===== src/design/rkd_pkg.sv =====
`default_nettype none
// Shared types and constants of the repeated k-mer detector.
package rkd_pkg;

  // Fixed field widths.
  localparam int CODE_W = 64;
  localparam int LEN_W  = 6;
  localparam int POS_W  = 8;
  localparam int CNT_W  = 9;
  localparam int BASE_W = 2;

  // The base counter stops here on very long sequences.
  localparam logic [CNT_W-1:0] BASES_SEEN_MAX = 9'd511;

  // k-mer length after reset.
  localparam logic [LEN_W-1:0] LEN_RESET = 6'd10;

  typedef logic [CODE_W-1:0] kmer_t;

  // Sequencer states: take a base, compare, reduce hits, decide and report.
  typedef enum logic [1:0] {
    ST_IDLE,
    ST_CMP,
    ST_RED,
    ST_DEC
  } state_e;

  // Control that every table cell receives.
  typedef struct packed {
    logic shift_en;
    logic valid;
  } cell_ctrl_t;

endpackage
`default_nettype wire


===== src/design/rkd_cell.sv =====
`default_nettype none
// One table cell: holds one stored k-mer, compares it with the query and
// hands its entry to the next cell when a new k-mer is inserted at the head.
module rkd_cell (
  input  wire logic               clk_i,
  input  wire rkd_pkg::cell_ctrl_t ctrl_i,
  input  wire rkd_pkg::kmer_t     entry_i,
  input  wire rkd_pkg::kmer_t     query_i,
  output rkd_pkg::kmer_t          entry_o,
  output logic                    hit_o
);

  rkd_pkg::kmer_t entry_q;
  logic           hit_q;

  // Shift the chain by one place on an insertion.
  always_ff @(posedge clk_i) begin
    if (ctrl_i.shift_en) begin
      entry_q <= entry_i;
    end
  end

  // Registered match of a valid entry against the broadcast query.
  always_ff @(posedge clk_i) begin
    hit_q <= ctrl_i.valid && (entry_q == query_i);
  end

  assign entry_o = entry_q;
  assign hit_o   = hit_q;

endmodule
`default_nettype wire


===== config.mk =====
export PLATFORM = sky130hd
export DESIGN_NAME = rkd_cell
export DESIGN_NICKNAME = d
export VERILOG_FILES = /design/src/design/rkd_pkg.sv /design/src/design/rkd_cell.sv
export SDC_FILE = /design/constraint.sdc
export NUM_CORES = 1
export LEC_CHECK = 0
export BUFFER_PORTS_ARGS = -buffer_cell sky130_fd_sc_hd__buf_2
export CAP_MARGIN = 20
export CELL_PAD_IN_SITES_DETAIL_PLACEMENT = 0
export CELL_PAD_IN_SITES_GLOBAL_PLACEMENT = 1
export CORE_MARGIN = 1
export CORE_UTILIZATION = 32
export DETAILED_ROUTE_END_ITERATION = 6
export PLACE_DENSITY = 0.84
export SLEW_MARGIN = 40
export SYNTH_ARGS = -nofsm -noshare
export SYNTH_HDL_FRONTEND = slang
export SYNTH_SLANG_ARGS = --single-unit

===== constraint.sdc =====
create_clock -name clk_i -period 2.45 [get_ports clk_i]
set_clock_uncertainty 0.1 [all_clocks]
set_input_delay 0.245 -clock clk_i [delete_from_list [all_inputs] [get_ports clk_i]]
set_output_delay 0.245 -clock clk_i [all_outputs]
set_load 0.03 [all_outputs]

# Yosys cells after proc, flatten, opt, wreduce, memory -nomap -nowiden
# Index checks and enable logic that the tools add are counted.
# Widths: inputs -> output; s select.
# op_classes
n_eq_ne	1
reduce_logical	1
# ops
op	n
$eq 64x64->1	1
$logic_and 1x1->1	1
# word_totals
wordCells	4
register_bits	65
output_inout_bits	65
in_bits	131

# Depth between registers and ports, before layout
# Gate-level depths: netlist of the first run.
# depth
ltp_word	2
mapped_depth	5
mapped_depth_nobuf	5

# Worst setup path after synthesis of the first run
# No wires, ideal clock.
# synth_path
path_kind	reg-to-reg
startpoint	register entry_q[11] (netlist: entry_o[11])
endpoint	register hit_q (netlist: hit_o)
path_buffers	0
required_ps	2262
path_stages_with_launch	5
arrival_time_ps	1352
synth_period_minus_slack_ps	1539
setup_slack_ps	911
setup_time_ps	88
path_cell_list	edfxtp_1 -> xor2_1 -> nor4_1 -> nand4_1 -> nor4_2
# synth_via
elab_chain_len	2
# synth_lines
element	line	source
from (decl)	rkd_cell.sv:13	rkd_pkg::kmer_t entry_q;
from (signal assigned)	rkd_cell.sv:19	entry_q <= entry_i;
$eq 64x64->1	rkd_cell.sv:25	hit_q <= ctrl_i.valid && (entry_q == query_i);
$logic_and 1x1->1	rkd_cell.sv:25	
to (signal assigned)	rkd_cell.sv:25	
to (decl)	rkd_cell.sv:14	logic hit_q;
# Every way passes these cells.
# A chain may end at the register's enable or synchronous reset.

# Final worst setup path of the first run
# layout_path
startpoint	register entry_q[34] (netlist: entry_o[34])
endpoint	register hit_q (netlist: hit_o)
# The elaborated chain is that of the path after synthesis.

==> impl_metrics.py, run 1 <==
metrics = {
    "timing": {
        "rsz0062_at_grt": "false",
        "setup_viol": 0,
        "hold_viol": 0,
        "final_max_slew_viol_count": 0,
        "period_share_pct": 73.3,
        "worst_pin_slew_ns": 0.567,
        "clock.fmax_mhz": 557,
        "layout_min_cycle_time_ns": 1.80,
        "setup_tns_ns": 0,
        "max_slew_margin_pct": 61.8,
    },
    "setup_path": {
        "crit_start": "entry_o[34]$_DFFE_PP_",
        "start_kind": "flip-flop",
        "critPathMaxFanout": 2,
        "arrival_ns": 1.94,
        "crit_type": "reg2reg",
        "end_kind": "flip-flop",
        "critical_path_required_ns": 2.60,
        "worstReg2RegStart": "entry_o[34]$_DFFE_PP_",
    },
    "placement": {
        "place_hpwl_microns": 5930,
        "dp.cells": 463,
        "port_buffers": 195,
        "place_congestion": 0.733,
    },
    "layout": {
        "num-fill-cells": 669,
        "regArea_sq_mm": 0.00194,
        "antenna_cells": 0,
        "drive_gt1_share_pct": 48.3,
        "area_growth_pct": 73.1,
        "fin_cells": 543,
        "nets": 567,
        "multi_input_area_sq_um": 679,
    },
    "global_route": {
        "grt_max_degree": 35,
        "grt_pass1_wl_microns": 11900,
        "grtUsageTotal_pct": 18.3,
        "grt_pass1_vias": 2579,
        "antenna_found_initial": 0,
        "overflow": 0,
    },
    "pwr": {
        "p_clk_share_pct": 31.1,
        "p_leak_nw": 2.03,
        "ir_drop_v": 0.000288,
        "p_int_mw": 2.06,
        "p_seq_share_pct": 48.0,
        "power.density_mw_per_mm2": 621,
        "combPwrFrac_pct": 20.9,
        "p_switching_uw": 814,
        "p_sw_share_pct": 28.3,
    },
    "synth": {
        "syn_inst": 164,
        "synth-warning-count": 0,
        "synthesis.area_per_instance_sq_um": 16.3,
        "synth_top_area_share_pct": 71.9,
        "synthTopCellsByArea": "edfxtp_1, xnor2_1, xor2_1, nand4_1, inv_1",
        "ys_ff_latch": 65,
        "yosysTopAreaCell": "edfxtp_1",
        "ys_types": 17,
        "yosysSeqAreaShare_pct": 72.6,
        "synth_nets": 295,
        "synth_area_sq_mm": 0.00267,
    },
    "routing": {
        "vias": 2459,
        "ant_nets": 0,
        "detail_route.wl_per_cell_microns": 15.0,
        "remaining_drc_errors": 0,
        "drt-total-wl_microns": 8170,
        "initialDrtViolationCount": 76,
        "drtPass1Iterations": 6,
        "viasPerCell": 4.53,
    },
    "cts": {
        "numCtsBuffers": 9,
        "clock-sinks": 65,
        "cts_tree": "done",
        "clk_pin_slew_worst_paths_ns": 0.07,
        "clockBufferDepth": 2,
        "htree_levels": 3,
        "cts_hold_buf": 64,
        "root_buffer": "clkbuf_8",
        "ctsResizeCount": 0,
        "clkLatencyLatePin_ns": 0.33,
        "postCtsSetupBuffers": 0,
    },
    "min_path": {
        "min_from": "query_i[55]",
        "hp-class": "in2reg",
    },
    "floorplan": {
        "num_rows": 32,
        "die_w_microns": 93.4,
        "start_util_pct": 33.9,
        "die-height_microns": 93.4,
        "num_io_pins": 196,
        "core_sq_mm": 0.00789,
        "dieArea_sq_mm": 0.00873,
    },
    "run": {
        "maxCapViolCount": 0,
    },
    "status": {
        "run_status": "complete, no violations",
    },
}
==> critical path, cell delays in order (launching register included) <==
cell,delay (ns)
edfxtp_1,0.42
xnor2_1,0.18
nand4_1,0.14
nor4_1,0.54
nand4_1,0.18
nor4_2,0.15
==> cell usage after synthesis <==
cell type and n:
edfxtp_1 64, xnor2_1 28, nor3_1 1, inv_1 14, a221oi_1 3, o22ai_1 5
o21ai_0 1, a2bb2oi_1 1, nor4_2 1, a22o_1 1, nand4_1 9, xor2_1 22
nand3_1 2, o2bb2ai_1 2, nor4_1 8, a222oi_1 1, dfxtp_1 1
==> metrics by stage <==
step / area [sq um] / total power [mW] / util, % / hold WS, ns / worst slack [ns]
after detailed placement: 3790 / 1.92 / 48.1 / 0.323 / 0.602
after CTS: 4630 / 2.90 / 58.7 / 0.150 / 0.581
after global placement: 3790 / 1.91 / 48.1 / 0.322 / 0.601
after floorplan: 2670 / 1.68 / - / 0.244 / 0.911
after global routing: 4630 / 3.00 / 58.7 / 0.179 / 0.511
final: 4630 / 2.87 / 58.7 / 0.175 / 0.653
==> flip-flops by register name (all words and copies together), names as in the netlist <==
| register | count |
|---|---|
| hit_o | 1 |
| entry_o | 64 |
==> per-layer routing <==
layer	track usage [%]	wire length (microns)	vias to the layer above
li1	-	-	1164
met1	19.2	3170	1143
met2	34.3	4250	141
met3	4.63	638	11
met4	7.44	113	0
met5	0	0	-
==> cells by family (layout without fill, tap and decap cells) <==
group / count (synthesis) / after routing / share of synthesized area, %
compound gates: 14 / 14 / 4.02
simple gates: 21 / 21 / 5.01
flops: 65 / 65 / 72.6
buf+inv: 14 / 291 / 1.97
xor+xnor: 50 / 50 / 16.4
==> path summary, 6_finish.rpt <==
| path | slack (ns) | end | depth (start not counted) |
|---|---|---|---|
| worst max-delay path | 0.65 | hit_o$_DFF_P_ | 5 |
| worst min-delay path | 0.17 | hit_o$_DFF_P_ | 4 |
| worst max register to register | 0.65 | hit_o$_DFF_P_ | 5 |
| worst min register to register | 0.63 | hit_o$_DFF_P_ | 5 |
==> cell type report <==
type | count | share of cell area, %
Sequential cell | 65 | 42.0
Timing Repair Buffer | 261 | 35.3
Multi-Input combinational cell | 85 | 14.7
Tap cell | 102 | 2.76
Clock buffer | 9 | 2.68
Clock inverter | 7 | 1.54
Inverter | 14 | 1.14
==> cells in the final DEF (no fill, tap or decap), types with 2 or more instances in the layout <==
cell,netlist,layout
buf_2,0,195
edfxtp_1,64,64
dlygate4sd3_1,0,64
xnor2_1,28,28
xor2_1,22,22
inv_1,14,14
nand4_1,9,9
clkbuf_8,0,9
nor4_1,8,8
o22ai_1,5,5
a221oi_1,3,3
nand3_1,2,2
o2bb2ai_1,2,2
clkinvlp_4,0,2
clkinv_4,0,2
buf_4,0,2
==> power groups by stage <==
stage	Combinational, mW	Clock, mW	Sequential [mW]
6_report	0.601	0.893	1.38
5_1_grt	0.639	0.970	1.39
4_1_cts	0.601	0.921	1.38
3_5_place_dp	0.520	0	1.40
3_3_place_gp	0.514	0	1.40
2_1_floorplan	0.108	0	1.57
(Power assumes the default switching activity.)
==> run 2, diff against run 1 <==
--- a/config.mk
+++ b/config.mk
@@ -10,9 +10,9 @@
 export CELL_PAD_IN_SITES_DETAIL_PLACEMENT = 0
 export CELL_PAD_IN_SITES_GLOBAL_PLACEMENT = 1
 export CORE_MARGIN = 1
-export CORE_UTILIZATION = 32
+export CORE_UTILIZATION = 30
 export DETAILED_ROUTE_END_ITERATION = 6
-export PLACE_DENSITY = 0.84
+export PLACE_DENSITY = 0.8
 export SLEW_MARGIN = 40
 export SYNTH_ARGS = -nofsm -noshare
 export SYNTH_HDL_FRONTEND = slang
==> constraint.sdc (replaced) <==
create_clock -name clk_i -period 1.9 [get_ports clk_i]
set_clock_uncertainty 0.1 [all_clocks]
set_input_delay 0.19 -clock clk_i [delete_from_list [all_inputs] [get_ports clk_i]]
set_output_delay 0.19 -clock clk_i [all_outputs]
set_load 0.03 [all_outputs]
==> run 2 against run 1 <==
Critical path depth decreased by 1. Setup slack got worse by 0.45 ns. First-iteration DRC count increased by 11%. Clock power increased by 40%. Wire length decreased by 2.2%. Utilization decreased by 5.0 points. Non-clock buffer count unchanged. Cell area increased by 0.73%. Largest power group unchanged. Hold slack got worse by 0.063 ns.
==> impl_metrics.py, run 2 (synthesis gave the netlist of run 1 again) <==
metrics = {
    "routing": {
        "vias": 2429,
        "initialDrtViolationCount": 84,
        "drtPass1Iterations": 4,
        "ant_nets": 0,
        "viasPerCell": 4.42,
        "drt-total-wl_microns": 7990,
        "remaining_drc_errors": 0,
        "detail_route.wl_per_cell_microns": 14.5,
    },
    "pwr": {
        "p_seq_share_pct": 46.7,
        "p_int_mw": 2.78,
        "p_leak_nw": 2.05,
        "p_switching_mw": 1.03,
        "power.density_mw_per_mm2": 816,
        "ir_drop_v": 0.000586,
        "combPwrFrac_pct": 20.3,
        "p_clk_share_pct": 32.9,
        "p_sw_share_pct": 27.0,
    },
    "global_route": {
        "antenna_found_initial": 0,
        "overflow": 0,
        "grt_max_degree": 65,
        "grtUsageTotal_pct": 16.4,
        "grt_pass1_wl_microns": 11100,
        "grt_pass1_vias": 2394,
    },
    "timing": {
        "period_share_pct": 89.1,
        "final_max_slew_viol_count": 0,
        "setup_ws_ns": 0.207,
        "setup_tns_ns": 0,
        "clock.fmax_mhz": 591,
        "worst_pin_slew_ns": 0.454,
        "setup_viol": 0,
        "hold_ws_ns": 0.111,
        "max_slew_margin_pct": 69.5,
        "hold_viol": 0,
        "rsz0062_at_grt": "false",
        "layout_min_cycle_time_ns": 1.69,
    },
    "floorplan": {
        "num_io_pins": 196,
        "die_w_microns": 96.4,
        "dieArea_sq_mm": 0.00929,
        "start_util_pct": 30.8,
        "num_rows": 34,
        "die-height_microns": 96.4,
        "core_sq_mm": 0.00868,
    },
    "layout": {
        "mostFrequentLayoutCell": "buf_2",
        "num-fill-cells": 783,
        "largest_reg_flops": 64,
        "fin_cells": 549,
        "nets": 567,
        "final_util_pct": 53.7,
        "final_cell_mix": "buf_2, edfxtp_1, dlygate4sd3_1, xnor2_1, xor2_1",
        "antenna_cells": 0,
        "area_growth_pct": 74.4,
        "drive_gt1_share_pct": 48.1,
    },
    "setup_path": {
        "critical_path_required_ns": 2.04,
        "end_kind": "flip-flop",
        "crit_start": "entry_o[51]$_DFFE_PP_",
        "arrival_ns": 1.83,
        "worstReg2RegStart": "entry_o[51]$_DFFE_PP_",
        "cp_top_family": "simple AND/OR/NAND/NOR gates",
        "critPathBufInv": 0,
        "worst_path_max_delay_cell": "edfxtp_1",
        "critPathMaxFanout": 2,
        "crit_type": "reg2reg",
        "cp_cell_sequence": "xor2_1 -> nor4_1 -> nand4_1 -> nor4_2",
        "critical_path.max_stage_delay_ns": 0.41,
        "start_kind": "flip-flop",
    },
    "status": {
        "run_status": "complete, no violations",
    },
    "placement": {
        "pre_cts_slack_ns": 0.159,
        "port_buffers": 195,
        "place_congestion": 0.732,
        "place_hpwl_microns": 5750,
        "dp.cells": 469,
    },
    "min_path": {
        "hp-class": "in2reg",
        "min_from": "query_i[2]",
    },
    "cts": {
        "clk_pin_slew_worst_paths_ns": 0.07,
        "clock-sinks": 65,
        "htree_levels": 3,
        "root_buffer": "clkbuf_8",
        "numCtsBuffers": 9,
        "clkLatencyLatePin_ns": 0.33,
        "clockBufferDepth": 2,
        "cts_tree": "done",
    },
    "run": {
        "maxCapViolCount": 0,
    },
}
-- run 2: changes by cell type in the layout (fill, tap and decap cells not counted) --
cell / before / now
clkinv_2: 1 / 2
clkinv_1: 1 / 2
buf_4: 2 / 1
buf_12: 0 / 1
bufinv_16: 1 / 2
clkinv_4: 2 / 0
clkinvlp_4: 2 / 1
-- run 2: layout make-up --
class / instances / area (sq um) / share of cell area [%]
sequential: 65 / 1940 / 41.7
clock buffer: 9 / 124 / 2.66
timing repair buffer: 261 / 1640 / 35.3
clock inverter: 7 / 85.1 / 1.83
tap: 108 / 135 / 2.90
inverter: 14 / 52.6 / 1.13
multi-input combinational: 85 / 679 / 14.6
-- run 2: worst paths after layout --
check,endpoint,slack (ns),depth (start not counted)
worst max-delay path,hit_o$_DFF_P_,0.21,4
worst min-delay path,hit_o$_DFF_P_,0.11,4
worst max register to register,hit_o$_DFF_P_,0.21,4
worst min register to register,hit_o$_DFF_P_,0.54,3
-- run 2: timing repair --
action,CTS,global route
setup buffers,0,0
resized for setup,0,0
endpoints found under the hold margin,64,0
hold buffers,64,0
-- run 2: power groups by stage --
| stage | Sequential [mW] | Clock [mW] | Combinational (mW) |
|---|---|---|---|
| 6_report | 1.78 | 1.25 | 0.774 |
| 5_1_grt | 1.79 | 1.35 | 0.827 |
| 4_1_cts | 1.78 | 1.29 | 0.775 |
| 3_5_place_dp | 1.81 | 0 | 0.671 |
| 3_3_place_gp | 1.80 | 0 | 0.666 |
| 2_1_floorplan | 2.03 | 0 | 0.139 |
-- run 2: worst reg2reg max path, stage by stage (launching register included) --
cell and delay, ns:
edfxtp_1 0.41, xor2_1 0.16, nor4_1 0.37, nand4_1 0.27, nor4_2 0.29
-- run 2: metrics by stage --
| stage | area (sq um) | total power [mW] |
|---|---|---|
| after floorplan | 2670 | 2.16 |
| after global routing | 4660 | 3.97 |
| final | 4660 | 3.81 |
| after detailed placement | 3810 | 2.48 |
| after global placement | 3810 | 2.47 |
| after CTS | 4660 | 3.85 |
-- run 2: per-layer routing --
| layer | track usage [%] | part of all wire [%] | wire length [microns] | up-vias |
|---|---|---|---|---|
| met4 | 6.62 | 1.3 | 102 | 0 |
| met3 | 5.79 | 10 | 796 | 8 |
| li1 | - | - | - | 1162 |
| met2 | 29.4 | 51 | 4050 | 127 |
| met1 | 17.7 | 38 | 3040 | 1132 |
| met5 | 0 | 0 | 0 | - |
