## src/design/rkd_hit_reduce.sv

```systemverilog
`default_nettype none
// Registered OR tree over the hit bits of all cells: groups of sixteen are
// combined into registers, and the group results are combined after them.
module rkd_hit_reduce #(
  parameter int DEPTH = 256
) (
  input  wire logic             clk_i,
  input  wire logic [DEPTH-1:0] hit_i,
  output logic                  any_hit_o
);

  localparam int GROUP   = 16;
  localparam int NGROUPS = (DEPTH + GROUP - 1) / GROUP;

  logic [NGROUPS-1:0] group_d;
  logic [NGROUPS-1:0] group_q;

  // First level: one OR per group of cells.
  always_comb begin
    group_d = '0;
    for (int g = 0; g < NGROUPS; g++) begin
      for (int j = 0; j < GROUP; j++) begin
        if (g * GROUP + j < DEPTH) begin
          group_d[g] = group_d[g] | hit_i[g * GROUP + j];
        end
      end
    end
  end

  always_ff @(posedge clk_i) begin
    group_q <= group_d;
  end

  // Second level over the registered group results.
  assign any_hit_o = |group_q;

endmodule
`default_nettype wire

```

## config.mk

```make
export PLATFORM = sky130hd
export DESIGN_NAME = rkd_hit_reduce
export DESIGN_NICKNAME = d
export VERILOG_FILES = /design/src/design/rkd_hit_reduce.sv
export SDC_FILE = /design/constraint.sdc
export NUM_CORES = 1
export LEC_CHECK = 0
export BUFFER_PORTS_ARGS = -buffer_cell sky130_fd_sc_hd__buf_2
export CAP_MARGIN = 20
export CORE_AREA = 2 2 99 101
export DETAILED_ROUTE_END_ITERATION = 10
export DIE_AREA = 0 0 101 103
export PLACE_DENSITY = 0.45
export SLEW_MARGIN = 20
export SYNTH_ARGS = -nofsm -noshare
export SYNTH_HDL_FRONTEND = slang
export SYNTH_SLANG_ARGS = --single-unit
```

## constraint.sdc

```tcl
create_clock -name clk_i -period 0.9 [get_ports clk_i]
set_input_delay 0.045 -clock clk_i [delete_from_list [all_inputs] [get_ports clk_i]]
set_output_delay 0.045 -clock clk_i [all_outputs]
set_load 0.02 [all_outputs]
```

# --- After elaboration in Yosys (flattened, before gate mapping) ---
# Cells that the tools add are included.
totals:
  ff_bits: 16
  inputBits: 257
op_classes:
  bitwise_logic: 240
  n_reduce_logical: 1
ops:
  columns: ["cell", "count"]
  rows:
  - ["1-bit bitwise OR", 240]
  - ["16-bit OR reduction", 1]

# --- Depth between registers and ports, before layout ---
# Gate-level depths: netlist of run 1.
depth:
  ltp_word: 15
  depth_mapped: 2
  depth_no_buf: 2

# --- Worst setup path before layout of run 1 ---
# OpenSTA, ideal clock, no wires.
synth_path:
  kind: "register -> output"
  start: "register group_q[10]"
  end: "output port any_hit_o"
  arrival_ns: 0.790
  required_time_ns: 0.855
  slack_ns: 0.065
  path_stages_with_launch: 3
  path_buffers: 0
  cell_sequence: "dfxtp_1 > nor4_1 > nand4_1"
synth_between:
  elab_chain_cells: 1
synth_lines:
  columns: ["element", "line_no", "text"]
  rows:
  - ["from (decl)", "16", "logic [NGROUPS-1:0] group_q;"]
  - ["from (signal assigned)", "31", "group_q <= group_d;"]
  - ["16-bit OR reduction", "35", "assign any_hit_o = |group_q;"]
  - ["to (decl)", "9", "output logic any_hit_o"]
# No other way between the ends.

# --- Final worst setup path of run 1 ---
layout_path:
  start: "register group_q[15]"
  end: "output port any_hit_o"
# The elaborated chain is that of the path after synthesis.

==> impl_metrics.py, run 1 <==
metrics = {
    "run_status": {
        "status": "finished with violations",
        "failed_checks": "setup timing",
    },
    "die": {
        "dieArea_mm2": 0.0104,
        "ios": 258,
        "core-area_mm2": 0.00946,
        "start_util_pct": 9.01,
        "die_h_um": 103,
        "die_x_um": 101,
        "num_rows": 36,
    },
    "timing": {
        "relSlewSlack_pct": 75.8,
        "holdWs_ns": 0.00561,
        "finalSetupViolations": 1,
        "setup_ws_ns": -0.302,
        "period_share_pct": 134,
        "timing.fmax_mhz": 832,
        "rsz0062_at_grt": "true",
        "period_needed_ns": 1.20,
        "fin_tns_setup_ns": -0.302,
        "maxSlewViolCount": 0,
        "worst_pin_slew_ns": 0.360,
        "finalHoldViolCount": 0,
    },
    "logic_synthesis": {
        "syn_area_um2": 852,
        "synth_cells": 101,
        "synth_seq_cells": 16,
        "synth_fp_nets": 358,
        "yosysWarnings": 0,
        "syn_area_per_cell_um2": 8.44,
        "synth_cell_type_count": 3,
        "ys_seq_area_share_pct": 37.6,
    },
    "clock_tree": {
        "cts_tree": "yes",
        "htree_num_levels": 1,
        "cts_setup_buffers": 0,
        "clk_pin_slew_ns": 0.06,
        "cts_buffers": 3,
        "clockRootBuffer": "clkbuf_8",
        "clock_path_buffers": 2,
        "cts.sinks": 16,
    },
    "critical_path": {
        "path_max_fanout": 1,
        "crit_type": "flip-flop to output port",
        "critPathRequiredTime_ns": 0.85,
        "path_cells": "nor4_4 > nand4_1 > buf_6",
        "endpoint_kind": "output port",
        "cp_num_buf_inv": 1,
        "startpoint_type": "flip-flop",
        "critPathTopFamily": "simple AND/OR/NAND/NOR gates",
        "max_stage_delay_ns": 0.32,
        "crit_arrival_ns": 1.16,
        "critPathSlowestCell": "dfxtp_2",
    },
    "routing": {
        "viasPerCell": 4.14,
        "firstDrtPassIters": 4,
        "drc": 0,
        "drtIter0Drc": 12,
        "vias": 1975,
        "ant_nets": 0,
        "wirelength_um": 5890,
        "wire_per_inst_um": 12.4,
    },
    "layout": {
        "area.growth.synth_to_final_pct": 180,
        "final_cells": 477,
        "diodes": 0,
        "reg_top3": "group_q (16)",
        "final_util_pct": 25.2,
        "final_nets": 621,
        "drive_gt1_share_pct": 73.3,
        "ff_latch_area_um2": 322,
        "final_cell_mix": "256 x buf_2, 64 x nor4_1, 17 x nand4_1",
        "fillers": 1065,
        "multi_input_area_um2": 566,
        "layout_commonest_cell": "buf_2",
        "largest_reg_flops": 16,
        "regMostFlops": "group_q",
    },
    "place": {
        "dp.cells": 472,
        "dp.final_hpwl_um": 5630,
        "place_congestion": 0.723,
        "port_buffers": 257,
    },
    "power": {
        "ir_drop_mv": 0.370,
        "power_leakage_nw": 1.23,
        "power_density_mw_per_mm2": 811,
    },
    "job": {
        "drv_cap": 0,
    },
    "hold_path": {
        "hp-class": "primary input to flip-flop",
        "min_to": "group_q[7]",
        "whs_path_depth": 3,
        "worstHoldStart": "hit_i[121]",
    },
    "global_route": {
        "grt.overflow.total": 0,
        "grt_pass1_vias": 1772,
        "grt_usage_pct": 10.1,
        "grt_max_degree": 10,
        "antenna_found_initial": 0,
        "grt_pass1_wl_um": 7930,
    },
}
final cells by class:
type,count,area share (%)
clock buffers,4,2.31
multi-input cells,85,23.7
well taps,114,5.97
repair buffers,258,54.6
flip-flops and latches,16,13.5
kinds of logic after synthesis:
| logic type | synth area share [%] |
|---|---|
| DFF | 37.6 |
| and+or+nand+nor | 62.4 |
where the power goes:
group | total (mW) | internal, mW | switching, mW
clock network | 0.614 | 0.387 | 0.227
logic | 0.613 | 0.422 | 0.191
registers | 0.708 | 0.708 | 0.00000897
total | 1.94 | 1.52 | 0.418
worst max-delay path by stage:
stage / endpoint / cells after the start / slack, ns / startpoint
6_report: any_hit_o / 3 / -0.30 / group_q[15]
3_3_place_gp: any_hit_o / 3 / -0.19 / group_q[10]
2_1_floorplan: any_hit_o / 2 / 0.07 / group_q[10]
5_1_grt: any_hit_o / 3 / -0.39 / group_q[15]
3_5_place_dp: any_hit_o / 3 / -0.21 / group_q[10]
4_1_cts: any_hit_o / 3 / -0.37 / group_q[15]
repair_timing:
item | in CTS | in global routing
pin swaps | 2 | 1
hold buffers | 1 | 0
hold endpoints to repair | 2 | 0
setup endpoints to repair | 1 | 2
gates resized for setup | 5 | 3
through the flow:
step                setup WS [ns]  total power, mW  cell area, um2
global route               -0.390             2.06            2390
detailed placement         -0.215             1.34            2280
CTS                        -0.371             1.97            2370
finish                     -0.302             1.94            2390
global placement           -0.191             1.33            2280
floorplan                  0.0652            0.776             852
worst min-delay path, stage by stage:
cell     delay, ns
buf_2         0.07
nor4_1        0.04
nand4_1       0.06
routing by layer:
layer | GRT usage, % | share of wire (%) | up-vias
met1 | 11.1 | 37 | 853
met3 | 1.56 | 8.5 | 4
met2 | 19.4 | 54 | 121
li1 | - | - | 997
met5 | 0 | 0 | -
met4 | 3.95 | 1.1 | 0
Yosys cell counts, drive strengths merged:
cell	number	area (um2)
nor4	68	425
nand4	17	106
dfxtp	16	320
(Power assumes the default switching activity.)
==> run 2, diff against run 1 <==
--- a/config.mk
+++ b/config.mk
@@ -5,7 +5,7 @@
 export SDC_FILE = /design/constraint.sdc
 export NUM_CORES = 1
 export LEC_CHECK = 0
-export BUFFER_PORTS_ARGS = -buffer_cell sky130_fd_sc_hd__buf_2
+export BUFFER_PORTS_ARGS = -buffer_cell sky130_fd_sc_hd__buf_4
 export CAP_MARGIN = 20
 export CORE_AREA = 2 2 99 101
 export DETAILED_ROUTE_END_ITERATION = 10
==> impl_metrics.py, run 2 (synthesis results as in run 1) <==
metrics = {
    "timing": {
        "rsz0062_at_grt": "true",
        "relSlewSlack_pct": 77.6,
        "maxSlewViolCount": 0,
        "finalHoldViolCount": 0,
        "period_needed_ns": 1.21,
        "holdWs_ns": 0.0157,
        "period_share_pct": 134,
        "timing.fmax_mhz": 829,
        "setup_ws_ns": -0.306,
        "worst_pin_slew_ns": 0.334,
        "finalSetupViolations": 1,
    },
    "layout": {
        "layout_commonest_cell": "buf_4",
        "diodes": 0,
        "fillers": 977,
        "regMostFlops": "group_q",
        "reg_top3": "group_q (16)",
        "largest_reg_flops": 16,
        "final_nets": 622,
        "final_cell_mix": "257 x buf_4, 63 x nor4_1, 17 x nand4_1",
        "drive_gt1_share_pct": 73.6,
        "area.growth.synth_to_final_pct": 258,
        "fin_area_mm2": 0.00305,
    },
    "routing": {
        "drtIter0Drc": 15,
        "wire_per_inst_um": 13.7,
        "vias": 1989,
        "viasPerCell": 4.16,
        "wirelength_um": 6530,
        "drc": 0,
        "firstDrtPassIters": 2,
        "ant_nets": 0,
    },
    "clock_tree": {
        "clock_path_buffers": 2,
        "clockRootBuffer": "clkbuf_8",
        "cts_tree": "yes",
        "cts.sinks": 16,
        "htree_num_levels": 1,
        "cts_setup_buffers": 0,
        "clk_pin_slew_ns": 0.06,
        "cts_buffers": 3,
    },
    "die": {
        "ios": 258,
        "die_x_um": 101,
        "start_util_pct": 9.01,
        "num_rows": 36,
        "core-area_mm2": 0.00946,
        "dieArea_mm2": 0.0104,
        "die_h_um": 103,
    },
    "place": {
        "port_buffers": 257,
        "place_congestion": 0.808,
        "place_area_mm2": 0.00293,
        "dp.final_hpwl_um": 6070,
    },
    "run_status": {
        "status": "finished with violations",
        "failed_checks": "setup timing",
    },
    "global_route": {
        "grt_usage_pct": 10.9,
        "antenna_found_initial": 0,
        "grt.overflow.total": 0,
        "grt_pass1_wl_um": 8640,
        "grt_pass1_vias": 1954,
        "grt_max_degree": 10,
    },
    "critical_path": {
        "endpoint_kind": "output port",
        "startpoint_type": "flip-flop",
        "crit_type": "flip-flop to output port",
        "crit_arrival_ns": 1.16,
        "path_max_fanout": 1,
        "critPathRequiredTime_ns": 0.85,
    },
    "hold_path": {
        "hp-class": "primary input to flip-flop",
    },
    "power": {
        "power_density_mw_per_mm2": 735,
        "power_leakage_nw": 1.45,
        "ir_drop_mv": 0.414,
    },
    "job": {
        "drv_cap": 0,
    },
}
run 2: cell count changes in the layout (fill, tap and decap cells not counted):
| cell | delta |
|---|---|
| buf_2 | -256 |
| nor4_1 | -1 |
| buf_4 | +257 |
| nor4_4 | +1 |
run 2: worst paths after layout:
path,from,to,slack [ns],cells past startpoint
worst min-delay path,hit_i[95],group_q[5],0.02,3
worst max-delay path,group_q[15],any_hit_o,-0.31,3
run 2: worst max-delay path, stage by stage (launching register included):
cell and delay (ns):
dfxtp_2 0.32, nor4_4 0.27, nand4_1 0.16, buf_6 0.17
run 2: final cells by class:
cell class / instances / area [um2] / area share, %
clock buffer: 4 / 55.1 / 1.80
multi-input combinational: 85 / 581 / 19.0
sequential: 16 / 322 / 10.5
tap: 114 / 143 / 4.68
timing repair buffer: 259 / 1950 / 63.9
run 2: what timing repair did:
action | in CTS | in global routing
resized for setup | 4 | 5
pin swaps | 2 | 1
endpoints found under the hold margin | 1 | 0
hold buffers | 1 | 0
gates cloned | 0 | 0
endpoints found under the setup margin | 1 | 2
run 2: report_power, final:
part           internal, mW  switching (mW)  total (mW)  leakage (nW)
Clock                 0.387           0.223       0.610        0.0288
Combinational         0.730           0.194       0.924          1.30
Sequential            0.708       0.0000100       0.708         0.129
run 2: through the flow:
step	setup TNS, ns	total power, mW	setup WS (ns)	util (%)	instances
6_report	-0.306	2.24	-0.306	32.2	478
5_1_grt	-0.425	2.38	-0.425	32.2	478
4_1_cts	-0.375	2.27	-0.375	31.9	478
3_5_place_dp	-0.255	1.64	-0.196	31.0	473
3_3_place_gp	-0.264	1.64	-0.202	31.0	473
2_1_floorplan	0	0.776	0.0652	-	101
run 2: per-layer routing:
metal  share of wire (%)  track usage [%]
met2                  55             21.9
met5                   0                0
met3                 9.8             2.64
met1                  34             11.2
met4                 1.1             2.81
==> run 3, diff against run 2 <==
--- a/config.mk
+++ b/config.mk
@@ -10,6 +10,7 @@
 export CORE_AREA = 2 2 99 101
 export DETAILED_ROUTE_END_ITERATION = 10
 export DIE_AREA = 0 0 101 103
+export MAX_ROUTING_LAYER = met4
 export PLACE_DENSITY = 0.45
 export SLEW_MARGIN = 20
 export SYNTH_ARGS = -nofsm -noshare
==> impl_metrics.py, run 3 (synthesis results as in run 1) <==
metrics = {
    "run_status": {
        "status": "finished with violations",
        "failed_checks": "setup timing",
    },
    "critical_path": {
        "endpoint_kind": "output port",
        "setup.worst_path.end": "any_hit_o",
        "startpoint": "group_q[9]",
        "path_max_fanout": 1,
        "crit_arrival_ns": 1.16,
        "startpoint_type": "flip-flop",
        "critPathRequiredTime_ns": 0.85,
        "crit_type": "flip-flop to output port",
    },
    "layout": {
        "diodes": 0,
        "drive_gt1_share_pct": 73.6,
        "final_nets": 622,
        "fillers": 977,
        "area.growth.synth_to_final_pct": 258,
        "largest_reg_flops": 16,
        "final_cell_mix": "257 x buf_4, 63 x nor4_1, 17 x nand4_1",
        "layout_commonest_cell": "buf_4",
        "final_util_pct": 32.2,
        "reg_top3": "group_q (16)",
        "regMostFlops": "group_q",
    },
    "clock_tree": {
        "cts_buffers": 3,
        "clock_path_buffers": 2,
        "clockRootBuffer": "clkbuf_8",
        "htree_num_levels": 1,
        "cts_tree": "yes",
        "clk_pin_slew_ns": 0.06,
        "cts.sinks": 16,
    },
    "routing": {
        "firstDrtPassIters": 4,
        "viasPerCell": 4.16,
        "wirelength_um": 6520,
        "vias": 1989,
        "ant_nets": 0,
        "drc": 0,
        "wire_per_inst_um": 13.6,
        "drtIter0Drc": 27,
    },
    "die": {
        "ios": 258,
        "num_rows": 36,
        "die_x_um": 101,
        "die_h_um": 103,
        "start_util_pct": 9.01,
        "dieArea_mm2": 0.0104,
        "core-area_mm2": 0.00946,
    },
    "global_route": {
        "grt_usage_pct": 11.3,
        "antenna_found_initial": 0,
        "grt_use_met3_pct": 2.03,
        "grt_pass1_wl_um": 8660,
        "globalRouteMet1Util_pct": 11.6,
        "grt_max_degree": 10,
        "grt_pass1_vias": 1952,
        "grtUsageMet2_pct": 22.1,
        "top_usage_layer": "met2",
        "grt.overflow.total": 0,
    },
    "job": {
        "drv_cap": 0,
    },
    "timing": {
        "finalHoldViolCount": 0,
        "period_needed_ns": 1.20,
        "fin_tns_setup_ns": -0.304,
        "relSlewSlack_pct": 77.2,
        "timing.fmax_mhz": 831,
        "setup_ws_ns": -0.304,
        "rsz0062_at_grt": "true",
        "finalSetupViolations": 1,
        "maxSlewViolCount": 0,
        "period_share_pct": 134,
        "worst_pin_slew_ns": 0.339,
    },
    "power": {
        "power_density_mw_per_mm2": 735,
        "power_leakage_nw": 1.45,
        "ir_drop_mv": 0.414,
    },
    "place": {
        "place_congestion": 0.820,
        "dp.final_hpwl_um": 6070,
        "port_buffers": 257,
    },
    "hold_path": {
        "hp-class": "primary input to flip-flop",
    },
}
==> run 3: report_power, final <==
group	leakage, nW	switching (mW)	internal (mW)	total (mW)
clock	0.0288	0.222	0.387	0.608
sequential	0.129	0.0000100	0.708	0.708
combinational	1.30	0.195	0.730	0.924
total	1.45	0.416	1.82	2.24
==> run 3: stage by stage <==
step	instances	area (um2)	worst slack (ns)	power, mW	hold slack, ns
after floorplan	101	852	0.0652	0.776	0.148
after global placement	473	2930	-0.202	1.64	0.266
after detailed placement	473	2930	-0.196	1.64	0.253
after CTS	478	3020	-0.375	2.27	0.00546
after global routing	478	3050	-0.425	2.38	0.0162
final	478	3050	-0.304	2.24	0.0153
==> run 3: worst min-delay path by stage <==
stage	from	endpoint	slack (ns)	cells past startpoint
2_1_floorplan	hit_i[15]	group_q[0]	0.15	2
3_3_place_gp	hit_i[120]	group_q[7]	0.27	3
3_5_place_dp	hit_i[79]	group_q[4]	0.25	3
4_1_cts	hit_i[74]	group_q[4]	0.005	3
5_1_grt	hit_i[72]	group_q[4]	0.02	3
6_report	hit_i[95]	group_q[5]	0.02	3
==> run 3: what timing repair did <==
item                                    CTS  global route
pin swaps                                 2             1
setup buffers                             0             0
gates resized for setup                   4             5
hold buffers                              1             0
endpoints found under the setup margin    1             2
endpoints found under the hold margin     1             0
==> run 3: cell type report <==
cell class / count / area (um2) / area share, %
clock buffer: 4 / 55.1 / 1.80
multi-input combinational: 85 / 581 / 19.0
sequential: 16 / 322 / 10.5
tap: 114 / 143 / 4.68
timing repair buffer: 259 / 1950 / 63.9
==> run 3: routing by layer <==
metal  share of wire [%]  vias up
met5                   0        -
li1                    -      999
met1                  35      869
met4                0.75        0
met2                  56      119
met3                 8.9        2
==> run 3: critical path, cell delays in order (launching register included) <==
cell	delay, ns
dfxtp_1	0.31
nor4_2	0.28
nand4_1	0.16
buf_6	0.17
